### config.mk
export PLATFORM = sky130hd
export DESIGN_NAME = topological_order_sorter_core
export DESIGN_NICKNAME = d
export VERILOG_FILES = /design/src/rtl/topo_pkg.sv /design/src/rtl/topological_order_sorter_core.sv /design/src/rtl/topo_ctrl.sv /design/src/rtl/topo_dp.sv
export SDC_FILE = /design/constraint.sdc
export NUM_CORES = 2
export LEC_CHECK = 0
export BUFFER_PORTS_ARGS = -buffer_cell sky130_fd_sc_hd__buf_4
export CAP_MARGIN = 10
export CORE_MARGIN = 2
export CORE_UTILIZATION = 25
export CTS_CLUSTER_SIZE = 10
export DETAILED_ROUTE_END_ITERATION = 16
export HOLD_SLACK_MARGIN = 0.12
export PLACE_DENSITY = 0.41
export REMOVE_ABC_BUFFERS = 1
export SYNTH_ARGS = -nofsm -noshare
export SYNTH_HDL_FRONTEND = slang
export SYNTH_HIERARCHICAL = 1
export SYNTH_MEMORY_MAX_BITS = 65536
export SYNTH_SLANG_ARGS = --single-unit
### constraint.sdc
create_clock -name aclk -period 6.5 [get_ports aclk]
set_clock_uncertainty 0.15 [all_clocks]
set_input_delay 1.3 -clock aclk [delete_from_list [all_inputs] [get_ports aclk]]
set_output_delay 1.3 -clock aclk [all_outputs]
set_load 0.01 [all_outputs]
### src/rtl/topo_pkg.sv
`timescale 1ns / 1ps
// ---------------------------------------------------------------------------
// Topological sorter package
// Shared types, operation codes, status codes and the command and status
// bundles between the sort controller and its datapath.
// ---------------------------------------------------------------------------
package topo_pkg;

    typedef enum logic [1:0] {
        OP_CLEAR    = 2'd0,
        OP_ADD_NODE = 2'd1,
        OP_ADD_EDGE = 2'd2,
        OP_SORT     = 2'd3
    } op_t;

    typedef enum logic [1:0] {
        STAT_ORDERED = 2'd0,
        STAT_CYCLE   = 2'd1,
        STAT_EMPTY   = 2'd2
    } status_t;

    localparam logic [1:0] KIND_BIAS  = 2'd0;
    localparam logic [1:0] KIND_INPUT = 2'd1;

    typedef struct packed {
        logic [1:0] operation;
        logic [1:0] node_kind;
        logic [5:0] source_node;
        logic [5:0] target_node;
    } in_word_t;

    typedef struct packed {
        logic [5:0] sorted_position;
        logic [5:0] original_index;
        logic [1:0] kind_out;
        logic [1:0] status;
        logic       last;
    } out_word_t;

    typedef enum logic [3:0] {
        ST_IDLE,
        ST_CLR,
        ST_CNT_A,
        ST_CNT_B,
        ST_CNT_C,
        ST_SEED_A,
        ST_SEED_B,
        ST_POP_A,
        ST_POP_B,
        ST_SCAN_A,
        ST_SCAN_B,
        ST_SCAN_C,
        ST_EMIT_A,
        ST_EMIT_B,
        ST_EMIT_C,
        ST_STAT
    } state_t;

    typedef struct packed {
        logic    load;
        logic    i_clr;
        logic    i_inc;
        logic    e_clr;
        logic    e_inc;
        logic    queue_clr;
        logic    head_inc;
        logic    cur_load;
        logic    deg_sel_edge;
        logic    deg_wr_zero;
        logic    deg_wr_inc;
        logic    deg_wr_dec;
        logic    seed;
        logic    kind_sel_fifo;
        logic    fifo_sel_head;
        logic    emit_load;
        logic    stat_load;
        status_t stat_code;
    } dp_cmd_t;

    typedef struct packed {
        logic n_zero;
        logic i_done;
        logic e_done;
        logic pop_done;
        logic all_sorted;
        logic src_match;
        logic out_valid;
    } dp_status_t;

endpackage

### src/rtl/topological_order_sorter_core.sv
`timescale 1ns / 1ps
// ---------------------------------------------------------------------------
// Topological order sorter
// Loads typed nodes and directed edges and orders them with Kahn's algorithm.
// ---------------------------------------------------------------------------
// Clear, add-node and add-edge words are taken one per cycle while no result
// word is held, and give no result. A sort word walks the graph one memory
// access at a time through single-port memories: it clears the in-degree
// counters, counts in-degrees, seeds the ready queue, then for every popped
// node scans the whole edge list and lowers the in-degree of each matching
// edge's target, and then emits one word per node. No new word is taken until the
// last result word of a sort has been taken. Status words (cycle, empty
// graph) carry zero position, index and kind and always have last set.
// ---------------------------------------------------------------------------
module topological_order_sorter_core #(
    parameter int MAX_NODES = 64,
    parameter int MAX_EDGES = 256
) (
    input  logic                aclk,
    input  logic                aresetn,
    input  logic                s_valid,
    output logic                s_ready,
    input  topo_pkg::in_word_t  s_data,
    output logic                m_valid,
    input  logic                m_ready,
    output topo_pkg::out_word_t m_data
);
    import topo_pkg::*;

    dp_cmd_t    cmd;
    dp_status_t stat;

    topo_ctrl u_ctrl (
        .aclk         (aclk),
        .aresetn      (aresetn),
        .s_valid      (s_valid),
        .s_ready      (s_ready),
        .in_operation (s_data.operation),
        .stat         (stat),
        .cmd          (cmd)
    );

    topo_dp #(
        .MAX_NODES (MAX_NODES),
        .MAX_EDGES (MAX_EDGES)
    ) u_dp (
        .aclk    (aclk),
        .aresetn (aresetn),
        .in_word (s_data),
        .cmd     (cmd),
        .stat    (stat),
        .m_valid (m_valid),
        .m_ready (m_ready),
        .m_data  (m_data)
    );

endmodule

### src/rtl/topo_ctrl.sv
`timescale 1ns / 1ps
// ---------------------------------------------------------------------------
// Topological sorter controller
// Sequences the load operations and the phases of the sort: counter clear,
// in-degree count, queue seeding, pop and successor scan, and emission.
// ---------------------------------------------------------------------------
module topo_ctrl (
    input  logic                 aclk,
    input  logic                 aresetn,
    input  logic                 s_valid,
    output logic                 s_ready,
    input  logic [1:0]           in_operation,
    input  topo_pkg::dp_status_t stat,
    output topo_pkg::dp_cmd_t    cmd
);
    import topo_pkg::*;

    state_t state_reg;
    state_t state_next;

    always_ff @(posedge aclk) begin
        if (!aresetn) begin
            state_reg <= ST_IDLE;
        end else begin
            state_reg <= state_next;
        end
    end

    assign s_ready = (state_reg == ST_IDLE) && !stat.out_valid;

    always_comb begin
        state_next = state_reg;
        cmd        = '0;
        cmd.stat_code = STAT_ORDERED;
        unique case (state_reg)
            ST_IDLE: begin
                if (s_valid && s_ready) begin
                    cmd.load = 1'b1;
                    if (in_operation == OP_SORT) begin
                        cmd.i_clr     = 1'b1;
                        cmd.e_clr     = 1'b1;
                        cmd.queue_clr = 1'b1;
                        state_next    = stat.n_zero ? ST_STAT : ST_CLR;
                    end
                end
            end
            ST_CLR: begin
                if (stat.i_done) begin
                    state_next = ST_CNT_A;
                end else begin
                    cmd.deg_wr_zero = 1'b1;
                    cmd.i_inc       = 1'b1;
                end
            end
            ST_CNT_A: begin
                if (stat.e_done) begin
                    cmd.i_clr  = 1'b1;
                    state_next = ST_SEED_A;
                end else begin
                    state_next = ST_CNT_B;
                end
            end
            ST_CNT_B: begin
                cmd.deg_sel_edge = 1'b1;
                state_next       = ST_CNT_C;
            end
            ST_CNT_C: begin
                cmd.deg_sel_edge = 1'b1;
                cmd.deg_wr_inc   = 1'b1;
                cmd.e_inc        = 1'b1;
                state_next       = ST_CNT_A;
            end
            ST_SEED_A: begin
                state_next = stat.i_done ? ST_POP_A : ST_SEED_B;
            end
            ST_SEED_B: begin
                cmd.seed   = 1'b1;
                cmd.i_inc  = 1'b1;
                state_next = ST_SEED_A;
            end
            ST_POP_A: begin
                cmd.fifo_sel_head = 1'b1;
                if (stat.pop_done) begin
                    cmd.i_clr  = 1'b1;
                    state_next = stat.all_sorted ? ST_EMIT_A : ST_STAT;
                end else begin
                    state_next = ST_POP_B;
                end
            end
            ST_POP_B: begin
                cmd.fifo_sel_head = 1'b1;
                cmd.cur_load      = 1'b1;
                cmd.head_inc      = 1'b1;
                cmd.e_clr         = 1'b1;
                state_next        = ST_SCAN_A;
            end
            ST_SCAN_A: begin
                state_next = stat.e_done ? ST_POP_A : ST_SCAN_B;
            end
            ST_SCAN_B: begin
                cmd.deg_sel_edge = 1'b1;
                if (stat.src_match) begin
                    state_next = ST_SCAN_C;
                end else begin
                    cmd.e_inc  = 1'b1;
                    state_next = ST_SCAN_A;
                end
            end
            ST_SCAN_C: begin
                cmd.deg_sel_edge = 1'b1;
                cmd.deg_wr_dec   = 1'b1;
                cmd.e_inc        = 1'b1;
                state_next       = ST_SCAN_A;
            end
            ST_EMIT_A: begin
                state_next = stat.i_done ? ST_IDLE : ST_EMIT_B;
            end
            ST_EMIT_B: begin
                cmd.kind_sel_fifo = 1'b1;
                state_next        = ST_EMIT_C;
            end
            ST_EMIT_C: begin
                cmd.kind_sel_fifo = 1'b1;
                if (!stat.out_valid) begin
                    cmd.emit_load = 1'b1;
                    cmd.i_inc     = 1'b1;
                    state_next    = ST_EMIT_A;
                end
            end
            ST_STAT: begin
                cmd.stat_code = stat.n_zero ? STAT_EMPTY : STAT_CYCLE;
                if (!stat.out_valid) begin
                    cmd.stat_load = 1'b1;
                    state_next    = ST_IDLE;
                end
            end
            default: begin
                state_next = ST_IDLE;
            end
        endcase
    end

endmodule

### src/rtl/topo_dp.sv
`timescale 1ns / 1ps
// ---------------------------------------------------------------------------
// Topological sorter datapath
// Node kind, edge, in-degree and ready queue memories, the walk counters,
// and the result register.
// ---------------------------------------------------------------------------
module topo_dp #(
    parameter int MAX_NODES = 64,
    parameter int MAX_EDGES = 256
) (
    input  logic                 aclk,
    input  logic                 aresetn,
    input  topo_pkg::in_word_t   in_word,
    input  topo_pkg::dp_cmd_t    cmd,
    output topo_pkg::dp_status_t stat,
    output logic                 m_valid,
    input  logic                 m_ready,
    output topo_pkg::out_word_t  m_data
);
    import topo_pkg::*;

    localparam int NW  = $clog2(MAX_NODES + 1);
    localparam int NAW = (MAX_NODES > 1) ? $clog2(MAX_NODES) : 1;
    localparam int EW  = $clog2(MAX_EDGES + 1);
    localparam int EAW = (MAX_EDGES > 1) ? $clog2(MAX_EDGES) : 1;
    localparam int DW  = EW + 1;
    localparam int CW  = ((NW > 6) ? NW : 6) + 1;

    logic [1:0]  kind_mem [MAX_NODES];
    logic [11:0] edge_mem [MAX_EDGES];
    logic signed [DW-1:0] deg_mem [MAX_NODES];
    logic [5:0]  fifo_mem [MAX_NODES];

    logic [NW-1:0] n_reg;
    logic [EW-1:0] etot_reg;
    logic [NW-1:0] i_reg;
    logic [EW-1:0] e_reg;
    logic [NW-1:0] head_reg;
    logic [NW-1:0] tail_reg;
    logic [5:0]    cur_reg;

    logic [1:0]           kind_q;
    logic [11:0]          edge_q;
    logic signed [DW-1:0] deg_q;
    logic [5:0]           fifo_q;

    logic                 out_valid_reg;
    out_word_t            out_reg;

    logic [NAW-1:0]       deg_addr;
    logic [NAW-1:0]       kind_addr;
    logic [NAW-1:0]       fifo_addr;
    logic [5:0]           edge_dst;
    logic [5:0]           edge_src;
    logic                 kind_fixed;
    logic                 deg_we;
    logic signed [DW-1:0] deg_wdata;
    logic                 push;
    logic [5:0]           push_data;
    logic                 add_node_ok;
    logic                 add_edge_ok;

    assign edge_dst   = edge_q[5:0];
    assign edge_src   = edge_q[11:6];
    assign kind_fixed = (kind_q == KIND_BIAS) || (kind_q == KIND_INPUT);

    assign deg_addr  = cmd.deg_sel_edge ? edge_dst[NAW-1:0] : i_reg[NAW-1:0];
    assign kind_addr = cmd.kind_sel_fifo ? fifo_q[NAW-1:0] : i_reg[NAW-1:0];
    assign fifo_addr = cmd.fifo_sel_head ? head_reg[NAW-1:0] : i_reg[NAW-1:0];

    assign add_node_ok = (n_reg < NW'(MAX_NODES));
    assign add_edge_ok = (CW'(in_word.source_node) < CW'(n_reg))
                      && (CW'(in_word.target_node) < CW'(n_reg))
                      && (etot_reg < EW'(MAX_EDGES));

    // In-degree update and ready queue push for the current step.
    always_comb begin
        deg_we    = 1'b0;
        deg_wdata = '0;
        push      = 1'b0;
        push_data = edge_dst;
        if (cmd.deg_wr_zero) begin
            deg_we = 1'b1;
        end else if (cmd.deg_wr_inc) begin
            deg_we    = 1'b1;
            deg_wdata = deg_q + DW'(1);
        end else if (cmd.deg_wr_dec) begin
            deg_we    = 1'b1;
            deg_wdata = deg_q - DW'(1);
            push      = (deg_q == DW'(1));
        end else if (cmd.seed) begin
            // Bias and input nodes start ready whatever edges enter them.
            deg_we    = kind_fixed;
            push      = kind_fixed || (deg_q == '0);
            push_data = 6'(i_reg);
        end
    end

    always_ff @(posedge aclk) begin
        kind_q <= kind_mem[kind_addr];
        edge_q <= edge_mem[e_reg[EAW-1:0]];
        deg_q  <= deg_mem[deg_addr];
        fifo_q <= fifo_mem[fifo_addr];
        if (cmd.load && in_word.operation == OP_ADD_NODE && add_node_ok) begin
            kind_mem[n_reg[NAW-1:0]] <= in_word.node_kind;
        end
        if (cmd.load && in_word.operation == OP_ADD_EDGE && add_edge_ok) begin
            edge_mem[etot_reg[EAW-1:0]] <= {in_word.source_node, in_word.target_node};
        end
        if (deg_we) begin
            deg_mem[deg_addr] <= deg_wdata;
        end
        if (push) begin
            fifo_mem[tail_reg[NAW-1:0]] <= push_data;
        end
    end

    always_ff @(posedge aclk) begin
        if (!aresetn) begin
            n_reg         <= '0;
            etot_reg      <= '0;
            i_reg         <= '0;
            e_reg         <= '0;
            head_reg      <= '0;
            tail_reg      <= '0;
            out_valid_reg <= 1'b0;
        end else begin
            if (cmd.load) begin
                case (in_word.operation)
                    OP_CLEAR: begin
                        n_reg    <= '0;
                        etot_reg <= '0;
                    end
                    OP_ADD_NODE: begin
                        if (add_node_ok) n_reg <= n_reg + NW'(1);
                    end
                    OP_ADD_EDGE: begin
                        if (add_edge_ok) etot_reg <= etot_reg + EW'(1);
                    end
                    default: ;
                endcase
            end
            if (cmd.i_clr) i_reg <= '0;
            else if (cmd.i_inc) i_reg <= i_reg + NW'(1);
            if (cmd.e_clr) e_reg <= '0;
            else if (cmd.e_inc) e_reg <= e_reg + EW'(1);
            if (cmd.queue_clr) begin
                head_reg <= '0;
                tail_reg <= '0;
            end else begin
                if (cmd.head_inc) head_reg <= head_reg + NW'(1);
                if (push) tail_reg <= tail_reg + NW'(1);
            end
            if (cmd.emit_load || cmd.stat_load) begin
                out_valid_reg <= 1'b1;
            end else if (m_ready) begin
                out_valid_reg <= 1'b0;
            end
        end
    end

    always_ff @(posedge aclk) begin
        if (cmd.cur_load) cur_reg <= fifo_q;
        if (cmd.emit_load) begin
            out_reg.sorted_position <= 6'(i_reg);
            out_reg.original_index  <= fifo_q;
            out_reg.kind_out        <= kind_q;
            out_reg.status          <= STAT_ORDERED;
            out_reg.last            <= (i_reg + NW'(1) == n_reg);
        end else if (cmd.stat_load) begin
            out_reg.sorted_position <= '0;
            out_reg.original_index  <= '0;
            out_reg.kind_out        <= '0;
            out_reg.status          <= cmd.stat_code;
            out_reg.last            <= 1'b1;
        end
    end

    assign stat.n_zero     = (n_reg == '0);
    assign stat.i_done     = (i_reg == n_reg);
    assign stat.e_done     = (e_reg == etot_reg);
    assign stat.pop_done   = (head_reg == tail_reg);
    assign stat.all_sorted = (tail_reg == n_reg);
    assign stat.src_match  = (edge_src == cur_reg);
    assign stat.out_valid  = out_valid_reg;

    assign m_valid = out_valid_reg;
    assign m_data  = out_reg;

endmodule

# Word-level counts from Yosys, hierarchy flattened
# Memory sizes are Yosys's and may differ from the RTL's. A register that Yosys moved wholly into a read port is not among the register bits.
# Index checks and enable logic that the tools add are counted.
# word_totals
register_bits	74
mem_bits_rw	4224
in_bits	20
output_inout_bits	19
wordCells	169
mem_count	4
# mem_list
memory	depth	width	read_ports	rd_clocked_by_memory_dff	wr	line_no	rtl
u_dp.edge_mem	256	12	1	1	1	topo_dp.sv:30	logic [11:0] edge_mem [MAX_EDGES];
u_dp.deg_mem	64	10	1	1	1	topo_dp.sv:31	logic signed [DW-1:0] deg_mem [MAX_NODES];
u_dp.fifo_mem	64	6	1	1	1	topo_dp.sv:32	logic [5:0] fifo_mem [MAX_NODES];
u_dp.kind_mem	64	2	1	1	1	topo_dp.sv:29	logic [1:0] kind_mem [MAX_NODES];
# classes
n_addsub	8
magnitude_cmp	4
n_eq_ne	33
muxes	73
n_bitwise	1
reduce_logical	32
# ops
cell	n
$pmux 4 s15	1
$mux 6	7
$mux 1	36
$mux 4	9
$mux 17	2
$eq 4x4->1 const B	8
$mux 10	3
$add 7x1->7 const B	4
$eq 7x7->1	4
$add 9x1->9 const B	2
$pmux 9 s2	1
$eq 4x3->1 const B	4
$lt 6x7->1	2
$pmux 7 s2	1
$reduce_or 2->1	7
$add 10x2->10 const B	1
$eq 10x2->1 const B	1
$logic_not 10->1	1
$mux 2	5
$sub 10x2->10 const B	1
$eq 9x9->1	1
$lt 9x9->1 const B	1
$mux 9	1
$eq 4x2->1 const B	2
22 further kinds	46

# Logic depth before layout (Yosys ltp)
# depth
ltp_word	9
ltp_mapped	16
ltp_nobuf	12

# Modules after synthesis
# Netlist, hierarchy kept.
# modules_own_cells
module	n_inst	cells_per_inst	area_each_um2	seq_area_each_um2
topo_dp	1	8422	167639.5	129053.8
topo_ctrl	1	90	676.9	80.1

# Least setup slack after synthesis
# Ideal clock, no wire load.
# synth_path
kind	reg2reg
startpoint	register u_dp.i_reg[3]
endpoint	memory u_dp/deg_mem[0][3] (netlist name), data pin
setup_ns	0.702
arrival_time_ns	4.857
required_ns	5.648
slack_ns	0.791
path_stages_with_launch	11
n_path_buf	2
period_less_slack_ns	5.709
path_cell_list	dfxtp_1 -> buf_1 -> xnor2_1 -> nand4_1 -> nor4_1 -> or3_4 -> nor2_2 -> clkbuf_1 -> nor3b_2 -> a211oi_1 -> o21ai_0
# synth_lines
element	line_no	rtl
from (decl)	topo_dp.sv:36	logic [NW-1:0] i_reg;
from (signal assigned)	topo_dp.sv:144	else if (cmd.i_inc) i_reg <= i_reg + NW'(1);
to (decl)	topo_dp.sv:31	

==> results.cfg <==
[routing]
vias = 87989
drt_pre_antenna_iters = 5
route.detailed.drc = 0
viasPerCell = 4.806
totalWireLength_um = 541500
avgRoutedWirePerCell_um = 29.58
drtIter0Drc = 9777
postRouteAntennaNets = 0

[critical_path]
critPathCaptureType = flip-flop
worstPathRequired_ns = 7.02
cp_slowest_stage_delay_ns = 0.95
crit_buf_inv = 0
path_common_cell = nand4_1
rr_worst_depth = 11
critical_path_arrival_ns = 6.36
slowest_stage = dfxtp_1
rr_startpoint = u_dp/n_reg[6]
path_class = reg2reg
path_delay_family = simple AND/OR/NAND/NOR gates
cp-start-kind = flip-flop
cp_max_fo = 10
cp.depth = 11
worstPathCellList = xnor2_1 -> nand4_1 -> nor4_1 -> or3_4 -> nor2_2 -> nor3b_2 -> nand4_1 -> o21ai_2 -> nor2b_1 -> nand3_1 -> nor2_1
crit_start = u_dp/n_reg[6]

[logic_synthesis]
ys_ff_latch = 4328
netlist_instances = 8512
synth_edf_count = 4245
yosys.cell_types.count = 102
synth-seq-area-share = 0.7672
yosysWarnings = 6
syn_area_per_cell_um2 = 19.77
async_reset_ff_frac = 0
syn_area_um2 = 168300
ys.flop_type = edfxtp_1

[timing]
fin_crit_sh = 0.8979
max_slew.worst_pin.slew_ns = 1.281
maxSlewViolCount = 0
max_freq_ghz = 0.1713
rsz0062_at_grt = false
finalSetupTns_ns = 0
finalSetupViolations = 0
slew_headroom = 0.1426
period_needed_ns = 5.836
hold_viol = 0
hold_ws_ns = 0.3389

[clock_tree]
cts.clk_slew.worst_paths_ns = 0.05
cts_tree = done
clock-sinks = 4328
clk_latency_ns = 1.07
cts_buffer_depth = 4
ctsHoldBuffers = 0
cts_resized = 0
cts_buffers = 518
post_cts_buffers = 0
cts_htree_levels = 6
cts-root-buf = clkbuf_16

[placement]
gp_congestion = 0.8013
dp_hpwl_um = 336500
port_buffers = 38
place_area_um2 = 182600

[floorplan]
std_cell_rows = 301
core-area_um2 = 671500
die-width_um = 824.5
die_area_um2 = 679800
ios = 39
start_util = 0.2507
dieHeight_um = 824.5

[final_layout]
fill_cells = 65455
nNetsFinal = 9185
seqCellArea_um2 = 129200
largest_reg_flops = 3072
finish.utilization = 0.2939
syn_to_final_growth_pct = 17.24
drive_above_1_share = 0.2297
stdcell_area_um2 = 197300
multi_input_area_um2 = 36720

[pwr]
power_density_nw_per_um2 = 347.0
p_leak_nw = 59.43
max-vdd-ir-drop_mv = 0.2455

[global_routing]
first_global_vias = 89444
track_usage = 0.1542
grt_pass1_wl_um = 746500
grt_overflow_total = 0
grt_max_degree = 150
antenna_found_initial = 51

[outcome]
status = finished clean

[hold_path]
hold_start = s_data[3]
hp-class = in2reg
hold_path_depth = 1

[run]
drv_cap = 0
==> cell families (layout without fill, tap and decap cells) <==
| kind of cell | count (synthesis) | count (layout) | synth area share |
|---|---|---|---|
| multiplexers | 1190 | 1190 | 0.1305 |
| flip-flops | 4328 | 4328 | 0.7672 |
| adder cells (fa/ha/maj) | 24 | 24 | 0.001769 |
| other | 0 | 23 | 0 |
| XOR/XNOR | 71 | 71 | 0.003694 |
| buffers and inverters | 554 | 1390 | 0.01779 |
| AND/OR/NAND/NOR | 1237 | 1237 | 0.03233 |
| AO/OA/AOI/OAI | 1108 | 1108 | 0.04671 |
==> metrics by stage <==
step,worst slack (ns),total power (W),cells
2_1_floorplan,-30.26,0.03794,7994
3_3_place_gp,0.3184,0.04307,17550
3_5_place_dp,0.7521,0.04313,17556
4_1_cts,0.7508,0.06942,18282
5_1_grt,0.3550,0.07086,18288
6_report,0.6638,0.06848,18309
==> power breakdown <==
group / total, W / switching, W / internal (W) / leakage [nW]
Clock: 0.0261 / 0.0112 / 0.0150 / 7.13
Combinational: 0.0104 / 0.00657 / 0.00382 / 13.4
Sequential: 0.0320 / 0.000329 / 0.0316 / 38.9
==> cells in the mapped netlist (all sizes together) (36+ instances only) <==
cell	count	area [um^2]
a31oi	56	356.6
nand2	327	1237
mux2i	375	3757
nor3	36	180.2
edfxtp	4245	127500
a221oi	90	788.3
o221ai	51	446.7
xnor2	47	411.6
nor2	604	2275
a22oi	283	2125
mux4	802	18060
nand3	59	295.3
buf	300	2041
and2	51	319.1
clkbuf	218	818.3
o22ai	66	412.9
a211oi	80	610.6
dfxtp	83	1662
o21ai	124	624.4
a21oi	173	865.8
==> cells in the final DEF (no fill, tap or decap), drive strengths merged, types with 24 or more instances in the layout <==
cell       n
mux2i    375
buf      628
a21oi    173
clkinv    49
dfxtp     83
xor2      24
a22oi    283
nand2    327
o22ai     66
edfxtp  4245
a221oi    90
nand3     59
nor4      24
mux4     802
nor3      36
o21ai    124
o221ai    51
clkbuf   651
nor2     604
and2      51
inv       58
nand4     33
a211oi    80
xnor2     47
a31oi     56
==> metal layers <==
| metal | track usage | share of wire |
|---|---|---|
| met4 | 0.03524 | 0.023 |
| met2 | 0.2532 | 0.48 |
| met1 | 0.2147 | 0.44 |
| met5 | 0 | 0.000024 |
| met3 | 0.02509 | 0.062 |
==> layout make-up <==
cell class | count | share of cell area
Antenna cell | 23 | 0.0002917
Clock buffer | 651 | 0.06987
Clock inverter | 75 | 0.004451
Inverter | 36 | 0.0007355
Multi-Input combinational cell | 3630 | 0.1861
Sequential cell | 4328 | 0.6545
Tap cell | 8938 | 0.05667
Timing Repair Buffer | 628 | 0.02736
==> worst paths after layout <==
| kind | endpoint | slack [ns] |
|---|---|---|
| min | u_dp/edge_mem[104][3] | 0.34 |
| max reg2reg | u_dp/fifo_mem[6][0] | 0.66 |
| max | u_dp/fifo_mem[6][0] | 0.66 |
| min reg2reg | u_dp/head_reg[6] | 0.36 |
(Power assumes the default switching activity.)
